$ cat config.mk
export PLATFORM = sky130hd
export DESIGN_NAME = counting_semaphore_unit_top
export DESIGN_NICKNAME = d
export VERILOG_FILES = /design/src/hw/rtl/csu_pkg.sv /design/src/hw/rtl/counting_semaphore_unit_top.sv /design/src/hw/rtl/csu_ram.sv /design/src/hw/rtl/csu_free_find.sv
export SDC_FILE = /design/constraint.sdc
export NUM_CORES = 2
export LEC_CHECK = 0
export BUFFER_PORTS_ARGS = -buffer_cell sky130_fd_sc_hd__buf_4
export CORE_ASPECT_RATIO = 1.25
export CORE_UTILIZATION = 40
export DETAILED_ROUTE_END_ITERATION = 8
export PLACE_DENSITY = 0.61
export SLEW_MARGIN = 25
export SYNTH_ARGS = -nofsm -noshare
export SYNTH_HDL_FRONTEND = slang
export SYNTH_SLANG_ARGS = --single-unit
$ cat constraint.sdc
create_clock -name clk -period 13.5 [get_ports clk]
set_input_delay 0 -clock clk [delete_from_list [all_inputs] [get_ports clk]]
set_output_delay 0 -clock clk [all_outputs]
set_load 0.05 [all_outputs]
$ cat src/hw/rtl/csu_pkg.sv
// ----------------------------------------------------------------------------
// csu_pkg
// shared types, codes and default sizes for the counting semaphore unit
// ----------------------------------------------------------------------------
package csu_pkg;

  // default sizes, handed to the top level parameters
  localparam int DEF_NUM_SEMS    = 64;
  localparam int DEF_NUM_THREADS = 128;
  localparam int DEF_COUNT_LIMIT = 65536;

  // fixed field widths
  localparam int OPC_W       = 2;
  localparam int SLOT_PORT_W = 6;
  localparam int CNT_W       = 17;
  localparam int TID_PORT_W  = 7;
  localparam int STATUS_W    = 3;

  typedef enum logic [OPC_W-1:0] {
    OP_INIT    = 2'd0,
    OP_DESTROY = 2'd1,
    OP_WAIT    = 2'd2,
    OP_POST    = 2'd3
  } csu_op_t;

  typedef enum logic [STATUS_W-1:0] {
    ST_OK            = 3'd0,
    ST_NOT_SUPPORTED = 3'd1,
    ST_INVALID       = 3'd2,
    ST_OVERFLOW      = 3'd3,
    ST_FULL          = 3'd4
  } csu_status_t;

  typedef enum logic [1:0] {
    S_IDLE,
    S_EXEC,
    S_LINK
  } csu_state_t;

  // one entry of the slot memory
  typedef struct packed {
    logic [CNT_W-1:0]      count;
    logic [TID_PORT_W-1:0] head;
    logic [TID_PORT_W-1:0] tail;
  } csu_slot_word_t;

endpackage

$ cat src/hw/rtl/counting_semaphore_unit_top.sv
// ----------------------------------------------------------------------------
// counting_semaphore_unit_top
// bank of counting semaphores, each with a fifo wait queue of thread ids
// ----------------------------------------------------------------------------
//
// channel   direction  handshake           payload
// request   in         start & !busy       opcode sem_slot shared_request
//                                          initial_value thread_id
// result    out        done, one cycle     status new_handle blocked
//                                          woke_valid woke_thread
//
// a request runs the slot memory read, then the decision and write back; a
// post that wakes a waiter while others stay queued adds a link step, the
// read of the wait link memory at the old head
// busy is high while a request is in flight; the result beat shows on done
// the cycle after the write back and a new request may start in that cycle
// rst is synchronous: slots and queue flags clear at once, no clearing pass
// the receiver cannot stall, so done is never held
//
module counting_semaphore_unit_top #(
  parameter int NUM_SEMS    = csu_pkg::DEF_NUM_SEMS,
  parameter int NUM_THREADS = csu_pkg::DEF_NUM_THREADS,
  parameter int COUNT_LIMIT = csu_pkg::DEF_COUNT_LIMIT
) (
  input  logic                            clk,
  input  logic                            rst,
  input  logic                            start,
  output logic                            busy,
  input  logic [csu_pkg::OPC_W-1:0]       opcode,
  input  logic [csu_pkg::SLOT_PORT_W-1:0] sem_slot,
  input  logic                            shared_request,
  input  logic [csu_pkg::CNT_W-1:0]       initial_value,
  input  logic [csu_pkg::TID_PORT_W-1:0]  thread_id,
  output logic                            done,
  output logic [csu_pkg::STATUS_W-1:0]    status,
  output logic [csu_pkg::SLOT_PORT_W-1:0] new_handle,
  output logic                            blocked,
  output logic                            woke_valid,
  output logic [csu_pkg::TID_PORT_W-1:0]  woke_thread
);

  import csu_pkg::*;

  localparam int SLOT_W = (NUM_SEMS > 1) ? $clog2(NUM_SEMS) : 1;
  localparam int TID_W  = $clog2(NUM_THREADS);
  localparam int WORD_W = $bits(csu_slot_word_t);

  csu_state_t state, state_next;

  // request registers
  csu_op_t                 req_op;
  logic [SLOT_PORT_W-1:0]  req_slot;
  logic                    req_shared;
  logic [CNT_W-1:0]        req_value;
  logic [TID_PORT_W-1:0]   req_tid;

  // per-slot flags in flops
  logic [NUM_SEMS-1:0] slot_in_use;
  logic [NUM_SEMS-1:0] queue_nonempty;

  logic              accept;
  logic [SLOT_W-1:0] slot_idx;
  logic              slot_known;
  logic [SLOT_W-1:0] free_idx;
  logic              free_any;

  // slot memory ports
  csu_slot_word_t    rd_word;
  logic [WORD_W-1:0] rd_bits;
  logic              sw_we;
  logic [SLOT_W-1:0] sw_addr;
  csu_slot_word_t    sw_data;

  // wait link memory ports
  logic                  lk_we;
  logic [TID_W-1:0]      lk_waddr;
  logic [TID_PORT_W-1:0] lk_wdata;
  logic                  lk_re;
  logic [TID_W-1:0]      lk_raddr;
  logic [TID_PORT_W-1:0] lk_rdata;

  // decisions of the execute step
  logic              finish;
  logic              go_link;
  logic              use_set;
  logic              use_clr;
  logic              ne_set;
  logic              ne_clr;
  logic [SLOT_W-1:0] flag_idx;

  csu_status_t           status_next;
  logic [SLOT_PORT_W-1:0] handle_next;
  logic                  blocked_next;
  logic                  woke_valid_next;
  logic [TID_PORT_W-1:0] woke_thread_next;

  assign busy    = (state != S_IDLE);
  assign accept  = start && !busy;
  assign rd_word = csu_slot_word_t'(rd_bits);

  // the request slot is known when it is inside the bank and allocated
  assign slot_idx   = SLOT_W'(req_slot);
  assign slot_known = (32'(req_slot) < NUM_SEMS) && slot_in_use[slot_idx];

  csu_free_find #(
    .NUM_SEMS (NUM_SEMS)
  ) u_free_find (
    .clk      (clk),
    .used     (slot_in_use),
    .free_idx (free_idx),
    .free_any (free_any)
  );

  // count, head and tail of every slot; read at accept, written back after
  csu_ram #(
    .WIDTH (WORD_W),
    .DEPTH (NUM_SEMS)
  ) u_slot_ram (
    .clk   (clk),
    .we    (sw_we),
    .waddr (sw_addr),
    .wdata (sw_data),
    .re    (accept),
    .raddr (SLOT_W'(sem_slot)),
    .rdata (rd_bits)
  );

  // next waiter behind each queued thread
  csu_ram #(
    .WIDTH (TID_PORT_W),
    .DEPTH (NUM_THREADS)
  ) u_link_ram (
    .clk   (clk),
    .we    (lk_we),
    .waddr (lk_waddr),
    .wdata (lk_wdata),
    .re    (lk_re),
    .raddr (lk_raddr),
    .rdata (lk_rdata)
  );

  // capture the request beat
  always_ff @(posedge clk) begin
    if (accept) begin
      req_op     <= csu_op_t'(opcode);
      req_slot   <= sem_slot;
      req_shared <= shared_request;
      req_value  <= initial_value;
      req_tid    <= thread_id;
    end
  end

  // execute step: decide on the read data and build the write back
  always_comb begin
    status_next      = ST_OK;
    handle_next      = '0;
    blocked_next     = 1'b0;
    woke_valid_next  = 1'b0;
    woke_thread_next = '0;
    sw_we    = 1'b0;
    sw_addr  = slot_idx;
    sw_data  = rd_word;
    lk_we    = 1'b0;
    lk_waddr = TID_W'(rd_word.tail);
    lk_wdata = req_tid;
    lk_re    = 1'b0;
    lk_raddr = TID_W'(rd_word.head);
    use_set  = 1'b0;
    use_clr  = 1'b0;
    ne_set   = 1'b0;
    ne_clr   = 1'b0;
    flag_idx = slot_idx;
    finish   = 1'b0;
    go_link  = 1'b0;
    unique case (state)
      S_EXEC: begin
        finish = 1'b1;
        priority if (req_op == OP_INIT) begin
          flag_idx = free_idx;
          sw_addr  = free_idx;
          priority if (req_shared) begin
            status_next = ST_NOT_SUPPORTED;
          end else if (32'(req_value) > COUNT_LIMIT) begin
            status_next = ST_INVALID;
          end else if (!free_any) begin
            status_next = ST_FULL;
          end else begin
            handle_next   = SLOT_PORT_W'(free_idx);
            use_set       = 1'b1;
            ne_clr        = 1'b1;
            sw_we         = 1'b1;
            sw_data.count = req_value;
          end
        end else if (!slot_known) begin
          status_next = ST_INVALID;
        end else if (req_op == OP_DESTROY) begin
          use_clr = 1'b1;
          ne_clr  = 1'b1;
        end else if (req_op == OP_WAIT) begin
          priority if (rd_word.count != '0) begin
            sw_we         = 1'b1;
            sw_data.count = rd_word.count - CNT_W'(1);
          end else if (32'(req_tid) >= NUM_THREADS) begin
            status_next = ST_INVALID;
          end else begin
            // append the caller behind the tail, or start the queue
            if (queue_nonempty[slot_idx]) begin
              lk_we = 1'b1;
            end else begin
              sw_data.head = req_tid;
              ne_set       = 1'b1;
            end
            sw_data.tail = req_tid;
            sw_we        = 1'b1;
            blocked_next = 1'b1;
          end
        end else begin
          // post
          priority if (rd_word.count != '0) begin
            if (32'(rd_word.count) >= COUNT_LIMIT) begin
              status_next = ST_OVERFLOW;
            end else begin
              sw_we         = 1'b1;
              sw_data.count = rd_word.count + CNT_W'(1);
            end
          end else if (queue_nonempty[slot_idx]) begin
            woke_valid_next  = 1'b1;
            woke_thread_next = rd_word.head;
            if (rd_word.head == rd_word.tail) begin
              ne_clr = 1'b1;
            end else begin
              // fetch the successor of the head before writing back
              finish  = 1'b0;
              go_link = 1'b1;
              lk_re   = 1'b1;
            end
          end else begin
            sw_we         = 1'b1;
            sw_data.count = CNT_W'(1);
          end
        end
      end
      S_LINK: begin
        finish           = 1'b1;
        sw_we            = 1'b1;
        sw_data.head     = lk_rdata;
        woke_valid_next  = 1'b1;
        woke_thread_next = rd_word.head;
      end
      default: begin
      end
    endcase
  end

  // next state
  always_comb begin
    state_next = state;
    unique case (state)
      S_IDLE: begin
        if (accept) begin
          state_next = S_EXEC;
        end
      end
      S_EXEC: begin
        state_next = go_link ? S_LINK : S_IDLE;
      end
      S_LINK: begin
        state_next = S_IDLE;
      end
      default: begin
        state_next = S_IDLE;
      end
    endcase
  end

  always_ff @(posedge clk) begin
    if (rst) begin
      state <= S_IDLE;
    end else begin
      state <= state_next;
    end
  end

  // slot and queue flags
  always_ff @(posedge clk) begin
    if (rst) begin
      slot_in_use    <= '0;
      queue_nonempty <= '0;
    end else begin
      if (use_set) begin
        slot_in_use[flag_idx] <= 1'b1;
      end else if (use_clr) begin
        slot_in_use[flag_idx] <= 1'b0;
      end
      if (ne_set) begin
        queue_nonempty[flag_idx] <= 1'b1;
      end else if (ne_clr) begin
        queue_nonempty[flag_idx] <= 1'b0;
      end
    end
  end

  // result beat
  always_ff @(posedge clk) begin
    if (rst) begin
      done <= 1'b0;
    end else begin
      done <= finish;
    end
  end

  always_ff @(posedge clk) begin
    if (finish) begin
      status      <= status_next;
      new_handle  <= handle_next;
      blocked     <= blocked_next;
      woke_valid  <= woke_valid_next;
      woke_thread <= woke_thread_next;
    end
  end

`ifndef SYNTH
  // a result beat always follows an execute or link step
  a_done_after_work : assert property (@(posedge clk) disable iff (rst)
    done |-> ($past(state) == S_EXEC || $past(state) == S_LINK))
    else $error("result beat without a request in flight");

  // an accepted request goes straight to execute
  a_accept_exec : assert property (@(posedge clk) disable iff (rst)
    accept |=> state == S_EXEC)
    else $error("accepted request did not reach execute");

  // the link step only follows an execute step
  a_link_from_exec : assert property (@(posedge clk) disable iff (rst)
    state == S_LINK |-> $past(state) == S_EXEC)
    else $error("link step entered without execute");

  // a wake is always a clean post
  a_wake_ok : assert property (@(posedge clk) disable iff (rst)
    done && woke_valid |-> (status == ST_OK && req_op == OP_POST))
    else $error("wake reported outside a successful post");

  // only a wait can block its caller
  a_block_wait : assert property (@(posedge clk) disable iff (rst)
    done && blocked |-> req_op == OP_WAIT)
    else $error("blocked reported outside a wait");
`endif

endmodule

$ cat src/hw/rtl/csu_ram.sv
// ----------------------------------------------------------------------------
// csu_ram
// simple dual port memory, one write and one registered read per cycle
// ----------------------------------------------------------------------------
module csu_ram #(
  parameter int WIDTH = 8,
  parameter int DEPTH = 64
) (
  input  logic                                  clk,
  input  logic                                  we,
  input  logic [(DEPTH > 1 ? $clog2(DEPTH) : 1)-1:0] waddr,
  input  logic [WIDTH-1:0]                      wdata,
  input  logic                                  re,
  input  logic [(DEPTH > 1 ? $clog2(DEPTH) : 1)-1:0] raddr,
  output logic [WIDTH-1:0]                      rdata
);

  logic [WIDTH-1:0] mem [DEPTH];

  always_ff @(posedge clk) begin
    if (we) begin
      mem[waddr] <= wdata;
    end
  end

  always_ff @(posedge clk) begin
    if (re) begin
      rdata <= mem[raddr];
    end
  end

endmodule

$ cat src/hw/rtl/csu_free_find.sv
// ----------------------------------------------------------------------------
// csu_free_find
// registered search for the lowest free semaphore slot
// ----------------------------------------------------------------------------
module csu_free_find #(
  parameter int NUM_SEMS = 64
) (
  input  logic                                          clk,
  input  logic [NUM_SEMS-1:0]                           used,
  output logic [(NUM_SEMS > 1 ? $clog2(NUM_SEMS) : 1)-1:0] free_idx,
  output logic                                          free_any
);

  localparam int SLOT_W = (NUM_SEMS > 1) ? $clog2(NUM_SEMS) : 1;

  logic [NUM_SEMS-1:0] lowest;
  logic [SLOT_W-1:0]   idx;

  // lowest clear bit of used as a one-hot word
  assign lowest = ~used & (used + NUM_SEMS'(1));

  always_comb begin
    idx = '0;
    for (int i = 0; i < NUM_SEMS; i++) begin
      if (lowest[i]) begin
        idx = idx | SLOT_W'(i);
      end
    end
  end

  always_ff @(posedge clk) begin
    free_idx <= idx;
    free_any <= ~&used;
  end

endmodule

* Word-level counts from Yosys, hierarchy flattened
Memories as Yosys holds them, arrays and structs flattened. A register that Yosys moved wholly into a read port is not among the register bits.
Cells that the tools add are included.
** Operators by class
- Add/subtract/negate cells :: 3
- Eq/ne operators :: 6
- $lt $le $gt $ge :: 5
- Bitwise gates (word level) :: 7
- Mux-type cells :: 530
- Reduce and logical (&&, ||, !) cells :: 16
** Operator list (number)
- $mux 17 :: 46
- $mux 64 :: 10
- $mux 1 :: 293
- $mux 14 :: 19
- $mux 7 :: 35
- $mux 31 :: 7
- $and 64x64->64 :: 3
- $mux 3 :: 50
- $not 64->64 :: 2
- $or 64x64->64 :: 2
- $mux 6 :: 17
- $mux 5 :: 16
- $add 64x1->64 const B :: 1
- $mux 4 :: 16
- $reduce_and 64->1 :: 1
- $reduce_or 32->1 :: 1
- $pmux 7 s2 :: 2
- $mux 2 :: 12
- $add 17x1->17 const B :: 1
- $ge 17x17->1 const B :: 1
- $gt 17x17->1 const B :: 1
- $reduce_bool 17->1 :: 1
- $sub 17x1->17 const B :: 1
- $reduce_or 16->1 :: 1
- other kinds (18) :: 28
** Word-level totals
- Logic and storage cells :: 590
- Memories kept :: 2
- Output and inout bits :: 20
- Bits in writable memories :: 2880
- Flip-flop bits (word level) :: 189
- Input bits :: 36
** Memories
- u_slot_ram.mem :: depth 64, bits a word 31, read ports 1, clocked after memory_dff 1, write ports 1, line csu_ram.sv:18 : logic [WIDTH-1:0] mem [DEPTH];
- u_link_ram.mem :: depth 128, bits a word 7, read ports 1, clocked after memory_dff 1, write ports 1, line csu_ram.sv:18

* Logic depth before layout (Yosys ltp)
- Word-level depth :: 59
- Depth in mapped cells :: 13
- Depth with buffers taken out :: 9

* Hierarchy
Synthesis repeated with hierarchy kept, for this count alone.
** Second synthesis, totals
- Cell total of the unflattened synthesis :: 6388
- Area, all modules :: 124390.6 sq um
** Modules (own cells, without submodules)
- csu_ram (u_slot_ram) :: area an instance 76616.0 sq um, seq. area each 60508.0 sq um, instances 1, cells an instance 3418
- csu_ram (u_link_ram) :: area an instance 34883.5 sq um, seq. area each 27116.0 sq um, instances 1, cells an instance 1452
- counting_semaphore_unit_top :: area an instance 11327.1 sq um, seq. area each 4154.0 sq um, instances 1, cells an instance 1274
- csu_free_find :: area an instance 1564.0 sq um, seq. area each 140.1 sq um, instances 1, cells an instance 244

* Worst setup path before layout
No wires, ideal clock.
- Kind :: register to register
- Start :: register req_slot[0]
- End :: memory u_slot_ram.mem[0][22] (netlist bit), data pin
- Arrival time :: 4938 ps
- Period minus slack after synthesis :: 5640 ps
- Setup slack :: 7860 ps
- Setup time :: 701 ps
- Data required time :: 12799 ps
- Buffers on the path :: 5
- Stages on the path, launching flop included :: 13
- Path through :: edfxtp_1 buf_6 buf_12 buf_6 or3_1 o32ai_1 a211oi_1 o2bb2a_1 buf_2 nand2_1 clkbuf_1 o41a_1 o21ai_0
** RTL lines
- from (decl) :: line counting_semaphore_unit_top.sv:52 : logic [SLOT_PORT_W-1:0] req_slot;
- from (signal assigned) :: line counting_semaphore_unit_top.sv:146 : req_slot <= sem_slot;
- to (decl) :: line csu_ram.sv:18

* Final worst setup path
- Start :: register u_slot_ram.rdata[8], read port of u_slot_ram.mem
- End :: register u_link_ram.rdata[4], read port of u_link_ram.mem, data pin
** On the way
- Longest elaborated chain between the ends :: 37
** RTL lines
- from (decl) :: line csu_ram.sv:15 : output logic [WIDTH-1:0] rdata
- $eq 7x7->1 :: line counting_semaphore_unit_top.sv:229 : if (rd_word.head == rd_word.tail) begin
- $mux 1 :: line counting_semaphore_unit_top.sv:229
- $mux 1 :: line counting_semaphore_unit_top.sv:226 : end else if (queue_nonempty[slot_idx]) begin
- $mux 1 :: line counting_semaphore_unit_top.sv:219 : priority if (rd_word.count != '0) begin
- $mux 1 :: line counting_semaphore_unit_top.sv:199 : end else if (req_op == OP_WAIT) begin
- $mux 1 :: line counting_semaphore_unit_top.sv:196 : end else if (req_op == OP_DESTROY) begin
- $mux 1 :: line counting_semaphore_unit_top.sv:194 : end else if (!slot_known) begin
- $mux 1 :: line counting_semaphore_unit_top.sv:178 : priority if (req_op == OP_INIT) begin
- (+20 left out)
- $mux 1 :: line counting_semaphore_unit_top.sv:194
- $mux 1 :: line counting_semaphore_unit_top.sv:178
- $mux 1 :: line counting_semaphore_unit_top.sv:175 : unique case (state)
- $mux 1 :: line counting_semaphore_unit_top.sv:194
- $mux 1 :: line counting_semaphore_unit_top.sv:178
- $mux 1 :: line counting_semaphore_unit_top.sv:175
- $mux 1 :: line counting_semaphore_unit_top.sv:178
- $mux 1 (2 in series) :: line counting_semaphore_unit_top.sv:175
- to (decl) :: line csu_ram.sv:15
Several ways; a longest one is shown, not always the timed one. The select of a mux whose other input is x is not followed.
A chain may end at the register's enable or synchronous reset.

==> reports/results.tsv <==
stage	metric	value	unit
drt	drc	0	
synth	yosysSeqAreaShare	0.7498	
floorplan	die_y	621.0	microns
drt	drtIter0Drc	7486	
synth	avgSynthCellArea	21.74	sq um
flow_run	drv_cap	0	
timing	hold_violations	0	
floorplan	core	304000	sq um
timing	skew	92.98	ps
cts	clk_pin_slew	70	ps
floorplan	start_util	0.4033	
synth	async_reset_ff_frac	0	
synth	synth_seq_cells	3107	
cts	cts_tree	done	
synth	synth_edf_count	2969	
global_routing	grt_usage	0.2134	
drt	via_count	60820	
power	peakVddDrop	91.75	uV
critical_path	cp_max_fo	76	
critical_path	r2r_start	u_slot_ram.rdata[8]	
cells_and_area	ff_latch_area	91920	sq um
global_routing	grt_pass1_wl	470.8	mm
power	p_per_area	149.9	nW/um^2
cells_and_area	fin_util	0.4577	
timing	period_share	0.3990	
timing	slew_violations	0	
cts	hold_buffers	62	
drt	finalWirelength	330.9	mm
cells_and_area	final_layout_size_suffix_gt1_frac	0.2873	
timing	setup_viol	0	
critical_path	required	14100	ps
cells_and_area	area_delta_synth_final	13.49	%
synth	synthesis.nets	5680	
synth	syn-instance-count	5639	
critical_path	cp.arrival	5990	ps
placed_design	hpwl	197.1	mm
global_routing	gr-total-overflow	0	
global_routing	first_global_vias	61000	
cts	post_cts_buffers	0	
global_routing	grt_max_degree	114	
cts	clk_latency	900	ps
critical_path	worst_setup_path_start_kind	flip-flop	
synth	syn-cell-area	122600	sq um
power	p_leak	41.99	nW
timing	rsz0062_at_grt	no	
cts	cts.sinks	3107	
critical_path	cp-end-kind	flip-flop	
timing	tns	0	ps
global_routing	antenna_found_initial	25	
cells_and_area	fin_nets	5926	
floorplan	core.rowCount	226	
cts	root_buffer	clkbuf_16	
critical_path	r2r_end	u_link_ram.rdata[4]	
timing	relSlewSlack	0.2694	
cells_and_area	layout_common_cells	2969 x edfxtp_1, 969 x mux4_2, 320 x clkbuf_16	
critical_path	worst-setup-path-type	flip-flop to flip-flop	
critical_path	r2r_cells	8	
cts	cts_made_buffers	314	
synth	yosys_warnings	0	
floorplan	ios	56	
critical_path	regToRegSetupSlack	8110	ps
floorplan	die-area	308700	sq um
drt	detail-route-antenna-nets	0	
critical_path	crit_end	u_link_ram.rdata[4]	
cts	post_cts_resized	0	
placed_design	gp_congestion	0.9671	
synth	yosysUniqueCellTypes	91	
cells_and_area	final_common_cell	edfxtp_1	
status	status	finished clean	
drt	first_pass_iters	7	
min_path	min_path_type	primary input to flip-flop	
floorplan	die_width	497.2	microns
placed_design	io_buffers	55	
synth	synthFlopType	edfxtp_1	
min_path	whs_path_depth	4	
timing	fmax	0.1856	GHz
cts	clk_path_buf_depth	4	
cts	htree_levels	5	
timing	tightestPinTransition	1096	ps
cells_and_area	fill_cells	24880	
cells_and_area	multi_input_area	29500	sq um
critical_path	setup.worst_path.start	u_slot_ram.rdata[8]	
drt	viasPerCell	5.999	
timing	min_period	5387	ps
drt	routedWlPerCell	32.64	microns
-- power breakdown --
group	switching (mW)	internal, mW
Combinational	0.984	0.499
Clock	3.67	4.93
Sequential	0.0394	10.7
Total	4.69	16.2
-- Yosys cell counts, types with 18 or more instances --
cell type     n  area (sq um)
edfxtp_1   2969         89160
mux4_2      969         21820
clkbuf_1    239         897.1
nor2_1      193         724.4
nand2_1     173         649.4
dfxtp_1     138          2763
o21ai_0     105         525.5
inv_1        75         281.5
nor3b_1      73         548.0
o211ai_1     71         533.0
buf_1        68         255.2
a2111oi_0    64         560.5
o32ai_1      49         429.2
nand3_1      44         220.2
nand4_1      27         168.9
o22ai_1      26         162.7
buf_2        24         120.1
and3_1       23         143.9
mux2i_1      22         220.2
a21oi_1      20         100.1
mux2_2       18         202.7
nor2b_1      18         112.6
-- logic make-up after synthesis --
kind of cell,after synthesis,synth area share
AO/OA/AOI/OAI,442,0.02672
XOR/XNOR,10,0.0007145
adder cells (fa/ha/maj),5,0.0005103
buffers and inverters,427,0.01448
flip-flops,3107,0.7498
multiplexers,1009,0.1815
AND/OR/NAND/NOR,639,0.02631
-- per-stage QoR --
step / area [sq um] / total power [mW] / setup slack, ps / instances / hold WS [ps]
floorplan: 122600 / 11.82 / 7860 / 5639 / 98.87
detailed placement: 128400 / 12.47 / 7874 / 9495 / 179.3
finish: 139100 / 20.86 / 8113 / 10140 / 95.32
global route: 139100 / 21.41 / 7999 / 10140 / 115.0
global placement: 128400 / 12.44 / 7997 / 9494 / 178.8
CTS: 139000 / 21.02 / 7810 / 10120 / 36.17
-- area by class of cell --
class,count,area share
Antenna cell,18,0.0003237
Clock buffer,378,0.05935
Timing Repair Buffer,279,0.01714
Clock inverter,183,0.01253
Sequential cell,3107,0.6607
Multi-Input combinational cell,2105,0.2120
Tap cell,3990,0.03588
Inverter,78,0.002104
-- metal layers --
metal  vias to the layer above  GRT usage  wire (microns)
met1                     32910     0.2806          128400
met2                      2710     0.3442          160500
met5                         -          0              91
li1                      24620          -               -
met3                       563    0.03989           25090
met4                        14     0.1004           16870
-- critical path, stage by stage (launching register included) --
cell and delay [ps]:
edfxtp_1 370, buf_4 670, buf_4 740, buf_4 740, buf_6 710, mux4_2 450, mux4_2 530, mux4_2 480
mux2_2 290
-- worst min path at each step --
stage	startpoint	end
floorplan	thread_id[0]	lk_wdata[0]
global placement	thread_id[5]	lk_wdata[5]
detailed placement	thread_id[4]	lk_wdata[4]
CTS	start	state[0]
global route	start	state[0]
finish	start	state[0]
-- state kept, by name, indices dropped and copies added (netlist names), named ones only --
signal and cells:
req_slot 6, u_free_find.free_any 1, woke_valid 1, u_free_find.free_idx 6, req_value 17, req_shared 1
done 1, lk_wdata 7, u_link_ram.rdata 7, new_handle 6, blocked 1, status 3
u_slot_ram.mem 1984, u_link_ram.mem 896, u_slot_ram.rdata 31, state 2, req_op 2, woke_thread 7
No activity file was read; power rests on OpenSTA's default activity.
